[config.mk]
export PLATFORM = sky130hd
export DESIGN_NAME = serial_frame_receiver_crc16_core_flat
export DESIGN_NICKNAME = d
export VERILOG_FILES = /design/src/hw/rtl/sfr_pkg.sv /design/src/hw/rtl/sfr_if.sv /design/src/hw/rtl/sfr_ctrl.sv /design/src/hw/rtl/sfr_out_buf.sv /design/src/hw/rtl/serial_frame_receiver_crc16_core.sv /design/src/flat_wrapper.sv
export SDC_FILE = /design/constraint.sdc
export NUM_CORES = 1
export LEC_CHECK = 0
export ABC_AREA = 1
export CAP_MARGIN = 20
export CORE_ASPECT_RATIO = 0.7
export CORE_MARGIN = 2
export CORE_UTILIZATION = 50
export CTS_BUF_LIST = sky130_fd_sc_hd__clkbuf_8
export CTS_CLUSTER_DIAMETER = 120
export DETAILED_ROUTE_END_ITERATION = 6
export DONT_BUFFER_PORTS = 1
export PLACE_DENSITY = 0.75
export SYNTH_ARGS = -nofsm -noshare
export SYNTH_HDL_FRONTEND = slang
export SYNTH_HIERARCHICAL = 1
export SYNTH_SLANG_ARGS = --single-unit
export TNS_END_PERCENT = 5
[constraint.sdc]
create_clock -name i_clk -period 3.78 [get_ports i_clk]
set_clock_uncertainty 0.15 [all_clocks]
set_input_delay 0.189 -clock i_clk [delete_from_list [all_inputs] [get_ports i_clk]]
set_output_delay 0.189 -clock i_clk [all_outputs]
set_load 0.05 [all_outputs]
[src/hw/rtl/sfr_pkg.sv]
// Shared types and constants for the framed serial receiver with CRC-16 check.
`timescale 1ns / 1ps
package sfr_pkg;

    localparam int unsigned LEN_W = 13;

    localparam logic [LEN_W-1:0] LEN_RESET = 13'd256;

    localparam logic [7:0] HDR_BYTE_0 = 8'hDD;
    localparam logic [7:0] HDR_BYTE_1 = 8'hCC;
    localparam logic [7:0] HDR_BYTE_2 = 8'hBB;
    localparam logic [7:0] HDR_BYTE_3 = 8'hAA;

    localparam logic [7:0] FTR_BYTE_0 = 8'hAA;
    localparam logic [7:0] FTR_BYTE_1 = 8'hBB;
    localparam logic [7:0] FTR_BYTE_2 = 8'hCC;
    localparam logic [7:0] FTR_BYTE_3 = 8'hDD;

    localparam logic [15:0] CRC_POLY = 16'h1021;
    localparam logic [15:0] CRC_INIT = 16'h0000;

    localparam logic KIND_PAYLOAD = 1'b0;
    localparam logic KIND_STATUS  = 1'b1;

    localparam logic [1:0] STATUS_GOOD       = 2'd0;
    localparam logic [1:0] STATUS_BAD_FOOTER = 2'd1;
    localparam logic [1:0] STATUS_BAD_CRC    = 2'd2;

    typedef struct packed {
        logic       result_kind;
        logic [7:0] payload_byte;
        logic [1:0] frame_status;
    } t_result;

endpackage

[src/hw/rtl/sfr_if.sv]
// Valid/ready channel interfaces for received bytes, results and configuration.
`timescale 1ns / 1ps
interface sfr_byte_if;
    logic       valid;
    logic       ready;
    logic [7:0] rx_byte;

    modport source (output valid, output rx_byte, input ready);
    modport sink (input valid, input rx_byte, output ready);
endinterface

interface sfr_result_if;
    logic       valid;
    logic       ready;
    logic       result_kind;
    logic [7:0] payload_byte;
    logic [1:0] frame_status;

    modport source (output valid, output result_kind, output payload_byte,
                    output frame_status, input ready);
    modport sink (input valid, input result_kind, input payload_byte,
                  input frame_status, output ready);
endinterface

interface sfr_cfg_if;
    logic        valid;
    logic        ready;
    logic [12:0] payload_length;

    modport source (output valid, output payload_length, input ready);
    modport sink (input valid, input payload_length, output ready);
endinterface

[src/hw/rtl/sfr_ctrl.sv]
// Frame state machine: header hunt, payload pass-through with CRC, CRC and footer check.
`timescale 1ns / 1ps
module sfr_ctrl
    import sfr_pkg::*;
#(
    parameter int unsigned MAX_PAYLOAD_BYTES = 4096
) (
    input  logic             i_clk,
    input  logic             i_rst_n,
    input  logic             i_cfg_write,
    input  logic [LEN_W-1:0] i_cfg_length,
    input  logic             i_byte_valid,
    input  logic [7:0]       i_byte,
    output logic             o_push,
    output t_result          o_result
);

    localparam int unsigned CNT_W = $clog2(MAX_PAYLOAD_BYTES + 1);
    localparam int unsigned EFF_W = (CNT_W > LEN_W) ? CNT_W : LEN_W;
    localparam logic [EFF_W-1:0] MAX_LEN = EFF_W'(MAX_PAYLOAD_BYTES);

    typedef enum logic [1:0] {
        PH_HUNT,
        PH_PAYLOAD,
        PH_CRC,
        PH_FOOTER
    } t_phase;

    t_phase           r_phase, n_phase;
    logic [23:0]      r_window, n_window;
    logic [CNT_W-1:0] r_byte_cnt, n_byte_cnt;
    logic [1:0]       r_sub_cnt, n_sub_cnt;
    logic [15:0]      r_crc, n_crc;
    logic [15:0]      r_rx_crc, n_rx_crc;
    logic             r_footer_good, n_footer_good;
    logic [LEN_W-1:0] r_length;

    logic [EFF_W-1:0] eff_length;
    logic [EFF_W-1:0] cnt_inc;
    logic [7:0]       footer_expected;
    logic             footer_ok;

    function automatic logic [15:0] crc_byte(input logic [15:0] crc_in,
                                             input logic [7:0] data);
        logic [15:0] crc;
        crc = crc_in ^ {data, 8'h00};
        for (int b = 0; b < 8; b++) begin
            if (crc[15]) begin
                crc = {crc[14:0], 1'b0} ^ CRC_POLY;
            end else begin
                crc = {crc[14:0], 1'b0};
            end
        end
        return crc;
    endfunction

    always_comb begin
        if (r_length == '0) begin
            eff_length = EFF_W'(1);
        end else if (EFF_W'(r_length) > MAX_LEN) begin
            eff_length = MAX_LEN;
        end else begin
            eff_length = EFF_W'(r_length);
        end
    end

    assign cnt_inc = EFF_W'(r_byte_cnt) + EFF_W'(1);

    always_comb begin
        case (r_sub_cnt)
            2'd0: footer_expected = FTR_BYTE_0;
            2'd1: footer_expected = FTR_BYTE_1;
            2'd2: footer_expected = FTR_BYTE_2;
            default: footer_expected = FTR_BYTE_3;
        endcase
    end

    assign footer_ok = r_footer_good && (i_byte == footer_expected);

    always_comb begin
        n_phase       = r_phase;
        n_window      = r_window;
        n_byte_cnt    = r_byte_cnt;
        n_sub_cnt     = r_sub_cnt;
        n_crc         = r_crc;
        n_rx_crc      = r_rx_crc;
        n_footer_good = r_footer_good;
        o_push        = 1'b0;
        o_result      = '0;

        if (i_byte_valid) begin
            case (r_phase)
                PH_HUNT: begin
                    if (r_window == {HDR_BYTE_0, HDR_BYTE_1, HDR_BYTE_2}
                        && i_byte == HDR_BYTE_3) begin
                        n_phase       = PH_PAYLOAD;
                        n_byte_cnt    = '0;
                        n_sub_cnt     = '0;
                        n_crc         = CRC_INIT;
                        n_rx_crc      = '0;
                        n_footer_good = 1'b1;
                        n_window      = '0;
                    end else begin
                        n_window = {r_window[15:0], i_byte};
                    end
                end
                PH_PAYLOAD: begin
                    n_crc = crc_byte(r_crc, i_byte);
                    if (cnt_inc >= eff_length) begin
                        n_phase    = PH_CRC;
                        n_byte_cnt = '0;
                        n_sub_cnt  = '0;
                    end else begin
                        n_byte_cnt = cnt_inc[CNT_W-1:0];
                    end
                    o_push                = 1'b1;
                    o_result.result_kind  = KIND_PAYLOAD;
                    o_result.payload_byte = i_byte;
                    o_result.frame_status = STATUS_GOOD;
                end
                PH_CRC: begin
                    if (r_sub_cnt == 2'd0) begin
                        n_rx_crc  = {8'h00, i_byte};
                        n_sub_cnt = 2'd1;
                    end else begin
                        n_rx_crc  = {i_byte, r_rx_crc[7:0]};
                        n_phase   = PH_FOOTER;
                        n_sub_cnt = 2'd0;
                    end
                end
                PH_FOOTER: begin
                    n_footer_good = footer_ok;
                    if (r_sub_cnt != 2'd3) begin
                        n_sub_cnt = r_sub_cnt + 2'd1;
                    end else begin
                        o_push                = 1'b1;
                        o_result.result_kind  = KIND_STATUS;
                        o_result.payload_byte = 8'h00;
                        if (!footer_ok) begin
                            o_result.frame_status = STATUS_BAD_FOOTER;
                        end else if (r_rx_crc != r_crc) begin
                            o_result.frame_status = STATUS_BAD_CRC;
                        end else begin
                            o_result.frame_status = STATUS_GOOD;
                        end
                        n_phase       = PH_HUNT;
                        n_window      = '0;
                        n_byte_cnt    = '0;
                        n_sub_cnt     = '0;
                        n_footer_good = 1'b1;
                    end
                end
                default: begin
                    n_phase = PH_HUNT;
                end
            endcase
        end
    end

    always_ff @(posedge i_clk) begin
        if (!i_rst_n) begin
            r_phase       <= PH_HUNT;
            r_window      <= '0;
            r_byte_cnt    <= '0;
            r_sub_cnt     <= '0;
            r_crc         <= CRC_INIT;
            r_rx_crc      <= '0;
            r_footer_good <= 1'b1;
            r_length      <= LEN_RESET;
        end else begin
            r_phase       <= n_phase;
            r_window      <= n_window;
            r_byte_cnt    <= n_byte_cnt;
            r_sub_cnt     <= n_sub_cnt;
            r_crc         <= n_crc;
            r_rx_crc      <= n_rx_crc;
            r_footer_good <= n_footer_good;
            if (i_cfg_write) begin
                r_length <= i_cfg_length;
            end
        end
    end

endmodule

[src/hw/rtl/sfr_out_buf.sv]
// Two-entry result buffer that decouples the frame logic from the result consumer.
`timescale 1ns / 1ps
module sfr_out_buf
    import sfr_pkg::*;
(
    input  logic    i_clk,
    input  logic    i_rst_n,
    input  logic    i_push,
    input  t_result i_result,
    output logic    o_full,
    output logic    o_valid,
    input  logic    i_ready,
    output t_result o_result
);

    t_result    r_mem [2];
    logic       r_wr_ptr;
    logic       r_rd_ptr;
    logic [1:0] r_count;
    logic       pop;
    logic       push;

    assign o_full   = (r_count == 2'd2);
    assign o_valid  = (r_count != 2'd0);
    assign o_result = r_mem[r_rd_ptr];
    assign pop      = o_valid && i_ready;
    assign push     = i_push && !o_full;

    always_ff @(posedge i_clk) begin
        if (push) begin
            r_mem[r_wr_ptr] <= i_result;
        end
    end

    always_ff @(posedge i_clk) begin
        if (!i_rst_n) begin
            r_wr_ptr <= 1'b0;
            r_rd_ptr <= 1'b0;
            r_count  <= 2'd0;
        end else begin
            if (push) begin
                r_wr_ptr <= ~r_wr_ptr;
            end
            if (pop) begin
                r_rd_ptr <= ~r_rd_ptr;
            end
            case ({push, pop})
                2'b10: r_count <= r_count + 2'd1;
                2'b01: r_count <= r_count - 2'd1;
                default: r_count <= r_count;
            endcase
        end
    end

endmodule

[src/hw/rtl/serial_frame_receiver_crc16_core.sv]
// Top level of the framed serial receiver with CRC-16/XMODEM check.
//
// The block takes one received byte per request on i_byte and hunts for the
// header DD CC BB AA. After it, payload_length payload bytes (0 acts as 1) are
// passed on at once as payload results, up to MAX_PAYLOAD_BYTES; two CRC bytes
// (low byte first) and the footer AA BB CC DD follow, and the last footer byte
// yields one status result. A bad footer is reported ahead of a CRC mismatch.
// The frame logic handles a byte in the cycle of its request, and the result
// is registered before o_result shows it, so a byte can be taken every cycle
// while the buffer has room. A two-entry result buffer lets a new byte be
// accepted while an earlier result still waits. When the result consumer
// stalls, the buffer fills and i_byte.ready drops until an entry is taken.
// The single register payload_length is written through i_cfg, which is
// always ready; write it only while no frame is in progress.
// Reset returns the block to hunting, empties the result buffer and sets the
// payload length to 256 bytes.
`timescale 1ns / 1ps
module serial_frame_receiver_crc16_core
    import sfr_pkg::*;
#(
    parameter int unsigned MAX_PAYLOAD_BYTES = 4096
) (
    input  logic   i_clk,
    input  logic   i_rst_n,
    sfr_cfg_if.sink      i_cfg,
    sfr_byte_if.sink     i_byte,
    sfr_result_if.source o_result
);

    logic    full;
    logic    accept;
    logic    push;
    t_result ctrl_result;
    t_result buf_result;

    assign i_cfg.ready  = 1'b1;
    assign i_byte.ready = !full;
    assign accept       = i_byte.valid && !full;

    sfr_ctrl #(
        .MAX_PAYLOAD_BYTES(MAX_PAYLOAD_BYTES)
    ) u_ctrl (
        .i_clk        (i_clk),
        .i_rst_n      (i_rst_n),
        .i_cfg_write  (i_cfg.valid),
        .i_cfg_length (i_cfg.payload_length),
        .i_byte_valid (accept),
        .i_byte       (i_byte.rx_byte),
        .o_push       (push),
        .o_result     (ctrl_result)
    );

    sfr_out_buf u_out_buf (
        .i_clk    (i_clk),
        .i_rst_n  (i_rst_n),
        .i_push   (push),
        .i_result (ctrl_result),
        .o_full   (full),
        .o_valid  (o_result.valid),
        .i_ready  (o_result.ready),
        .o_result (buf_result)
    );

    assign o_result.result_kind  = buf_result.result_kind;
    assign o_result.payload_byte = buf_result.payload_byte;
    assign o_result.frame_status = buf_result.frame_status;

endmodule

[src/flat_wrapper.sv]
// flat-port wrapper written by rule: the top's interface ports become plain ports
module serial_frame_receiver_crc16_core_flat import sfr_pkg::*;
#(
    parameter int unsigned MAX_PAYLOAD_BYTES = 4096
)
  (i_clk, i_rst_n, i_cfg_valid, i_cfg_payload_length, i_cfg_ready, i_byte_valid, i_byte_rx_byte, i_byte_ready, o_result_valid, o_result_result_kind, o_result_payload_byte, o_result_frame_status, o_result_ready);
  sfr_cfg_if i_cfg_i ();
  sfr_byte_if i_byte_i ();
  sfr_result_if o_result_i ();
  input  logic i_clk;
  input  logic i_rst_n;
  input wire logic [$bits(i_cfg_i.valid)-1:0] i_cfg_valid;
  input wire logic [$bits(i_cfg_i.payload_length)-1:0] i_cfg_payload_length;
  output wire logic [$bits(i_cfg_i.ready)-1:0] i_cfg_ready;
  input wire logic [$bits(i_byte_i.valid)-1:0] i_byte_valid;
  input wire logic [$bits(i_byte_i.rx_byte)-1:0] i_byte_rx_byte;
  output wire logic [$bits(i_byte_i.ready)-1:0] i_byte_ready;
  output wire logic [$bits(o_result_i.valid)-1:0] o_result_valid;
  output wire logic [$bits(o_result_i.result_kind)-1:0] o_result_result_kind;
  output wire logic [$bits(o_result_i.payload_byte)-1:0] o_result_payload_byte;
  output wire logic [$bits(o_result_i.frame_status)-1:0] o_result_frame_status;
  input wire logic [$bits(o_result_i.ready)-1:0] o_result_ready;
  assign i_cfg_i.valid = i_cfg_valid;
  assign i_cfg_i.payload_length = i_cfg_payload_length;
  assign i_cfg_ready = i_cfg_i.ready;
  assign i_byte_i.valid = i_byte_valid;
  assign i_byte_i.rx_byte = i_byte_rx_byte;
  assign i_byte_ready = i_byte_i.ready;
  assign o_result_valid = o_result_i.valid;
  assign o_result_result_kind = o_result_i.result_kind;
  assign o_result_payload_byte = o_result_i.payload_byte;
  assign o_result_frame_status = o_result_i.frame_status;
  assign o_result_i.ready = o_result_ready;
  serial_frame_receiver_crc16_core #(.MAX_PAYLOAD_BYTES(MAX_PAYLOAD_BYTES)) u_core (.i_clk(i_clk), .i_rst_n(i_rst_n), .i_cfg(i_cfg_i), .i_byte(i_byte_i), .o_result(o_result_i));
endmodule
=== After elaboration in Yosys (flattened, before gate mapping) ===
Memories as Yosys holds them, arrays and structs flattened. A register that Yosys moved wholly into a read port is not among the register bits.
Cells that the tools add are included.

* Muxes and demuxes: 62
* Equality and inequality tests: 18
* Bitwise logic cells: 11
* Order comparisons: 2
* Reductions and logical operators: 23
* $add $sub $neg: 4

{| class="wikitable"
|+ Operators with widths
! cell !! count
|-
| 2-to-1 mux 16 bit || 16
|-
| 2-to-1 mux 13 bit || 13
|-
| case mux 16 bit (2 select lines) || 2
|-
| 2-to-1 mux 24 bit || 2
|-
| case mux 24 bit (2 select lines) || 1
|-
| case mux 13 bit (3 select lines) || 1
|-
| == test 24 bit (second input constant) || 1
|-
| inverter 3 bit || 8
|-
| 2-to-1 mux 11 bit || 2
|-
| case mux 11 bit (2 select lines) || 1
|-
| case mux 7 bit (3 select lines) || 1
|-
| 2-to-1 mux 2 bit || 9
|-
| != test 16 bit || 1
|-
| case mux 2 bit (4 select lines) || 2
|-
| bitwise XOR 16 bit || 1
|-
| AND reduction 3 bit || 5
|-
| adder 13 x 1 -> 13 bit (second input constant) || 1
|-
| >= comparator 13 bit || 1
|-
| > comparator 13 bit (second input constant) || 1
|-
| logical NOT 13 bit || 1
|-
| != test 2 bit (second input constant) || 6
|-
| == test 2 bit (second input constant) || 5
|-
| nonzero test 2 bit || 5
|-
| 2-to-1 mux 1 bit || 9
|-
| 14 further kinds || 25
|}

* Memories kept: 1
* Bits in writable memories: 22
* Output and inout bits: 14
* Input bits: 26
* Bits in registers: 91

{| class="wikitable"
|+ Memories
! memory !! words !! bits a word !! read ports !! clocked after memory_dff !! wr ports !! RTL line !! RTL
|-
| u_core.u_out_buf.r_mem || 2 || 11 || 1 || 1 || 1 || sfr_out_buf.sv:16 || <nowiki>t_result r_mem [2];</nowiki>
|}

=== Depth between registers and ports, before layout ===
* Depth after elaboration: 32
* Depth in mapped cells: 17
* Mapped depth without buffers: 17

=== Cells and area by module ===
Netlist, hierarchy kept.

{| class="wikitable"
|+ Modules (own cells, without submodules)
! module !! cells an instance !! area an instance (µm²) !! instances
|-
| sfr_ctrl || 731 || 4946.0 || 1
|-
| sfr_out_buf || 72 || 1063.5 || 1
|-
| serial_frame_receiver_crc16_core || 5 || 25.0 || 1
|}

=== Worst setup path before layout ===
OpenSTA, ideal clock, no wires.

* Kind: register to register
* Start point: register u_core.u_ctrl.r_length[1]
* End point: register u_core.u_ctrl.r_byte_cnt[10]
* Stages on the path, launching flop included: 15
* Setup time: 0.071 ns
* Arrival time: 2.461 ns
* Required time: 3.559 ns
* Setup slack: 1.099 ns
* Buffers on the path: 2
* Cells stage by stage: dfxtp_1 -> nor4_1 -> nand3_1 -> nand2_1 -> clkbuf_1 -> nand2_1 -> ha_1 -> a21oi_1 -> o21ai_0 -> nor2_1 -> nand3_1 -> nor2_1 -> clkbuf_1 -> nand3_1 -> a21oi_1

* Cells in the longest elaborated chain, start to end: 6
* Elaborated cells on any way between the ends: 7
* Classes of those cells: order compare: 2; mux: 4; reduce/logical: 1

{| class="wikitable"
|+ RTL lines
! element !! RTL line !! RTL
|-
| start: declaration || sfr_ctrl.sv:36 || <nowiki>logic [LEN_W-1:0] r_length;</nowiki>
|-
| start signal: assignment || sfr_ctrl.sv:179 || <nowiki>r_length <= i_cfg_length;</nowiki>
|-
| > comparator 13 bit || sfr_ctrl.sv:60 || <nowiki>end else if (EFF_W'(r_length) > MAX_LEN) begin</nowiki>
|-
| 2-to-1 mux 13 bit || sfr_ctrl.sv:60 ||
|-
| 2-to-1 mux 13 bit * || sfr_ctrl.sv:58 || <nowiki>if (r_length == '0) begin</nowiki>
|-
| >= comparator 13 bit * || sfr_ctrl.sv:109 || <nowiki>if (cnt_inc >= eff_length) begin</nowiki>
|-
| 2-to-1 mux 13 bit * || sfr_ctrl.sv:109 ||
|-
| case mux 13 bit (3 select lines) * || sfr_ctrl.sv:92 || <nowiki>case (r_phase)</nowiki>
|-
| end signal: assignment || sfr_ctrl.sv:173 || <nowiki>r_byte_cnt <= n_byte_cnt;</nowiki>
|-
| end: declaration || sfr_ctrl.sv:31 || <nowiki>logic [CNT_W-1:0] r_byte_cnt, n_byte_cnt;</nowiki>
|}

Mark *: on every way between the ends. The rest lies on a longest branch, timed or not.
A chain may end at the register's enable or synchronous reset.

=== Final worst setup path ===
* Start point: register u_core.u_ctrl.r_byte_cnt[0]
* End point: register u_core.u_ctrl.r_byte_cnt[4]

* Cells in the longest elaborated chain, start to end: 4

{| class="wikitable"
|+ RTL lines
! element !! RTL line !! RTL
|-
| adder 13 x 1 -> 13 bit * || sfr_ctrl.sv:67 || <nowiki>assign cnt_inc = EFF_W'(r_byte_cnt) + EFF_W'(1);</nowiki>
|-
| >= comparator 13 bit || sfr_ctrl.sv:109 ||
|-
| 2-to-1 mux 13 bit * || sfr_ctrl.sv:109 ||
|-
| case mux 13 bit (3 select lines) * || sfr_ctrl.sv:92 ||
|}

Marked as above.

==> results.txt <==
CTS tree - built
Synth Cell Area - 6030 um2
most frequent cells in the layout - nand2_1 (182), dfxtp_1 (92), nor2_1 (88)
Async S/R FF share, synth - 0%
area of the multi-input gates - 3040 um2
antenna violations before repair - 0
Seq/Total Area, Yosys - 41.5%
Worst Path Buf+Inv - 3
Fillers - 1053
cells after synthesis - 808
H-Tree Depth - 4
CP delay by family, top - simple AND/OR/NAND/NOR gates
achievable frequency - 0.322 GHz
type of origin of the critical path - flip-flop
setup TNS - 0 ns
largest net degree at the start of global routing - 44
Post-synth EDFFs - 22
GRT Total Usage - 23.4%
Root Buffer Master - clkbuf_8
minimum clock period - 3.11 ns
Iter 0 DRT Violations - 484
DRC Markers - 0
# resized after CTS - 0
relative slew slack - 36.3%
kind of critical path - flip-flop to flip-flop
remaining antenna violation count after routing - 0
Initial Utilization - 51.5%
Die ar. - 13000 um2
Critical Path End - u_core/u_ctrl/r_byte_cnt[4]$_SDFFE_PN0P_
Util after Layout - 57.7%
final setup violation count - 0
layout cells sized above 1 - 10.2%
r2r setup slk - 0.67 ns
Worst Tran Pin Value - 0.952 ns
synth unique cells - 37
Worst setup EP type - flip-flop
critical path depth - 15
Warnings, synthesis - 6
gpl congestion - 0.925
via count - 5322
syn_nets - 858
critical path required time - 3.98 ns
flops & latches, synth - 114
routed wire length per instance - 14.9 um
ant diodes - 0
Placed Area - 6130 um2
buffer depth of the longest clock path - 2
crit path DAT - 3.30 ns
crit path max fanout - 9
Final HPWL DP - 9.89 mm
Rows - 33
Die Y - 95.9 um
Crit-path slowest cell - dfxtp_1
final period utilization - 82.2%
worst skew pair latency - 0.43 ns
Post-CTS Setup Repair Bufs - 0
Die W - 135 um
Post-Route WL - 14.8 mm
# IOs - 40
Final Power - 2980 uW
max incr delay on CP - 0.43 ns
final max-slew violation count - 0
RSZ-0062 raised after global routing - false
max-cap violations - 0
first-pass GRT wire length - 23.7 mm
worst reg2reg path depth - 15
number of global-route vias before repair - 4754
Peak VDD IR - 0.000304 V
worst hold path class - input pin to flip-flop
PortBufs - 0
Final Hold Fails - 0
Cell Chain, Critical Path - ha_1, nand3_1, inv_1, nand4_1, xor2_1, inv_1, ha_1, a21oi_1, o21ai_0, nor2_1, nand3_1, nor2_1, buf_4, nand3_1, a21oi_1
cell mode on critical path - nand3_1
total gr overflow - 0
core footprint - 11700 um2
Pwr Density - 440 nW/um2
Critical Path Source - u_core/u_ctrl/r_byte_cnt[0]$_SDFFE_PN0P_
CTS clk-pin slew, worst paths - 0.08 ns
commonest non-fill, non-tap cell in the layout - nand2_1
Crit Reg-Reg Startpoint - u_core/u_ctrl/r_byte_cnt[0]$_SDFFE_PN0P_
drt pass-1 iters - 6
status - finished, final reports clean
register area - 2500 um2
worst r2r dst - u_core/u_ctrl/r_byte_cnt[4]$_SDFFE_PN0P_
Synth Area per Inst - 7.47 um2
LEAKAGE - 0.00277 uW
post-synthesis to final-layout area growth - 12.2%
Main synth FF type - dfxtp_1
Layout Nets - 878
Inserted Clock Buffers - 17
final design area excluding fillers - 6770 um2
vias per cell - 5.33
Min Hold Slack - 0.0499 ns
clk sink count - 114
Hold Buf Count CTS - 24
cell type report:
cell class              instances  area share, %
multi-input cells             571           44.9
flip-flops and latches        114           37.0
inverters                      95           5.27
repair buffers                 29           4.10
clock buffers                  19           3.86
well taps                     157           2.90
clock inverters                13           2.00
how the worst min path moves through the flow:
| stage | startpoint | end | slack [ns] | depth (start not counted) |
|---|---|---|---|---|
| 2_1_floorplan | i_rst_n | u_core/u_out_buf/r_wr_ptr$_SDFFE_PN0N_ | 0.16 | 2 |
| 3_3_place_gp | i_rst_n | u_core/u_ctrl/r_footer_good$_SDFFE_PN1P_ | 0.13 | 1 |
| 3_5_place_dp | i_rst_n | u_core/u_ctrl/r_length[8]$_SDFFE_PN1P_ | 0.14 | 1 |
| 4_1_cts | i_byte_rx_byte[3] | u_core/u_ctrl/r_crc[3]$_SDFFE_PN0P_ | 0.01 | 4 |
| 5_1_grt | i_byte_rx_byte[3] | u_core/u_ctrl/r_crc[3]$_SDFFE_PN0P_ | 0.04 | 4 |
| 6_report | i_byte_rx_byte[1] | u_core/u_ctrl/r_crc[13]$_SDFFE_PN0P_ | 0.05 | 5 |
report_power, final:
| part | internal [uW] | leakage (uW) | switching [uW] |
|---|---|---|---|
| Sequential | 1290 | 0.000966 | 40.3 |
| Clock | 619 | 0.000205 | 514 |
| Combinational | 164 | 0.00159 | 351 |
| Total | 2070 | 0.00277 | 905 |
state kept, by name (all words and copies together) (netlist names), named ones only:
name,cells
u_core/u_ctrl/r_byte_cnt,13
u_core/u_ctrl/r_crc,16
u_core/u_ctrl/r_footer_good,1
u_core/u_ctrl/r_length,13
u_core/u_ctrl/r_phase,2
u_core/u_ctrl/r_rx_crc,16
u_core/u_ctrl/r_sub_cnt,2
u_core/u_ctrl/r_window,24
u_core/u_out_buf/r_count,2
u_core/u_out_buf/r_mem,22
u_core/u_out_buf/r_rd_ptr,1
u_core/u_out_buf/r_wr_ptr,1
layer usage:
metal	up-vias	part of all wire [%]	GRT usage, %
li1	2660	-	-
met1	2428	49	33.4
met2	219	41	33.8
met3	15	8.6	7.11
met4	0	1.1	7.55
met5	-	0	0
cells in the mapped netlist, types with 15 or more instances:
cell / instances / share of area, %
o21ai_0: 22 / 1.8
clkbuf_1: 21 / 1.3
nand2_1: 182 / 11
xor2_1: 15 / 2.2
inv_1: 85 / 5.3
dfxtp_1: 92 / 31
nand4_1: 20 / 2.1
edfxtp_1: 22 / 11
nand3_1: 55 / 4.6
xnor2_1: 18 / 2.6
a21oi_1: 67 / 5.6
nor2_1: 88 / 5.5
ha_1: 24 / 5.0
through the flow:
step                cells  setup WS (ns)
floorplan             808           1.10
global placement      942          0.904
detailed placement    942          0.780
CTS                   998          0.758
global route          998          0.367
finish                998          0.674
worst register-to-register path, cell delays in order (launching register included):
cell and delay (ns):
dfxtp_1 0.43, ha_1 0.21, nand3_1 0.12, inv_1 0.17, nand4_1 0.14, xor2_1 0.16
inv_1 0.07, ha_1 0.33, a21oi_1 0.13, o21ai_0 0.11, nor2_1 0.15, nand3_1 0.10
nor2_1 0.29, buf_4 0.24, nand3_1 0.09, a21oi_1 0.14
kinds of logic after synthesis:
logic type               count (synthesis)  synth area share [%]
buffers and inverters                  123                  8.15
AO/OA/AOI/OAI                          111                  10.0
flip-flops                             114                  41.5
multiplexers                            11                  2.05
adder cells (fa/ha/maj)                 24                  4.98
AND/OR/NAND/NOR                        391                  28.5
other                                    1                0.0621
XOR/XNOR                                33                  4.79
Note: power is estimated with default switching activity, not from simulation.
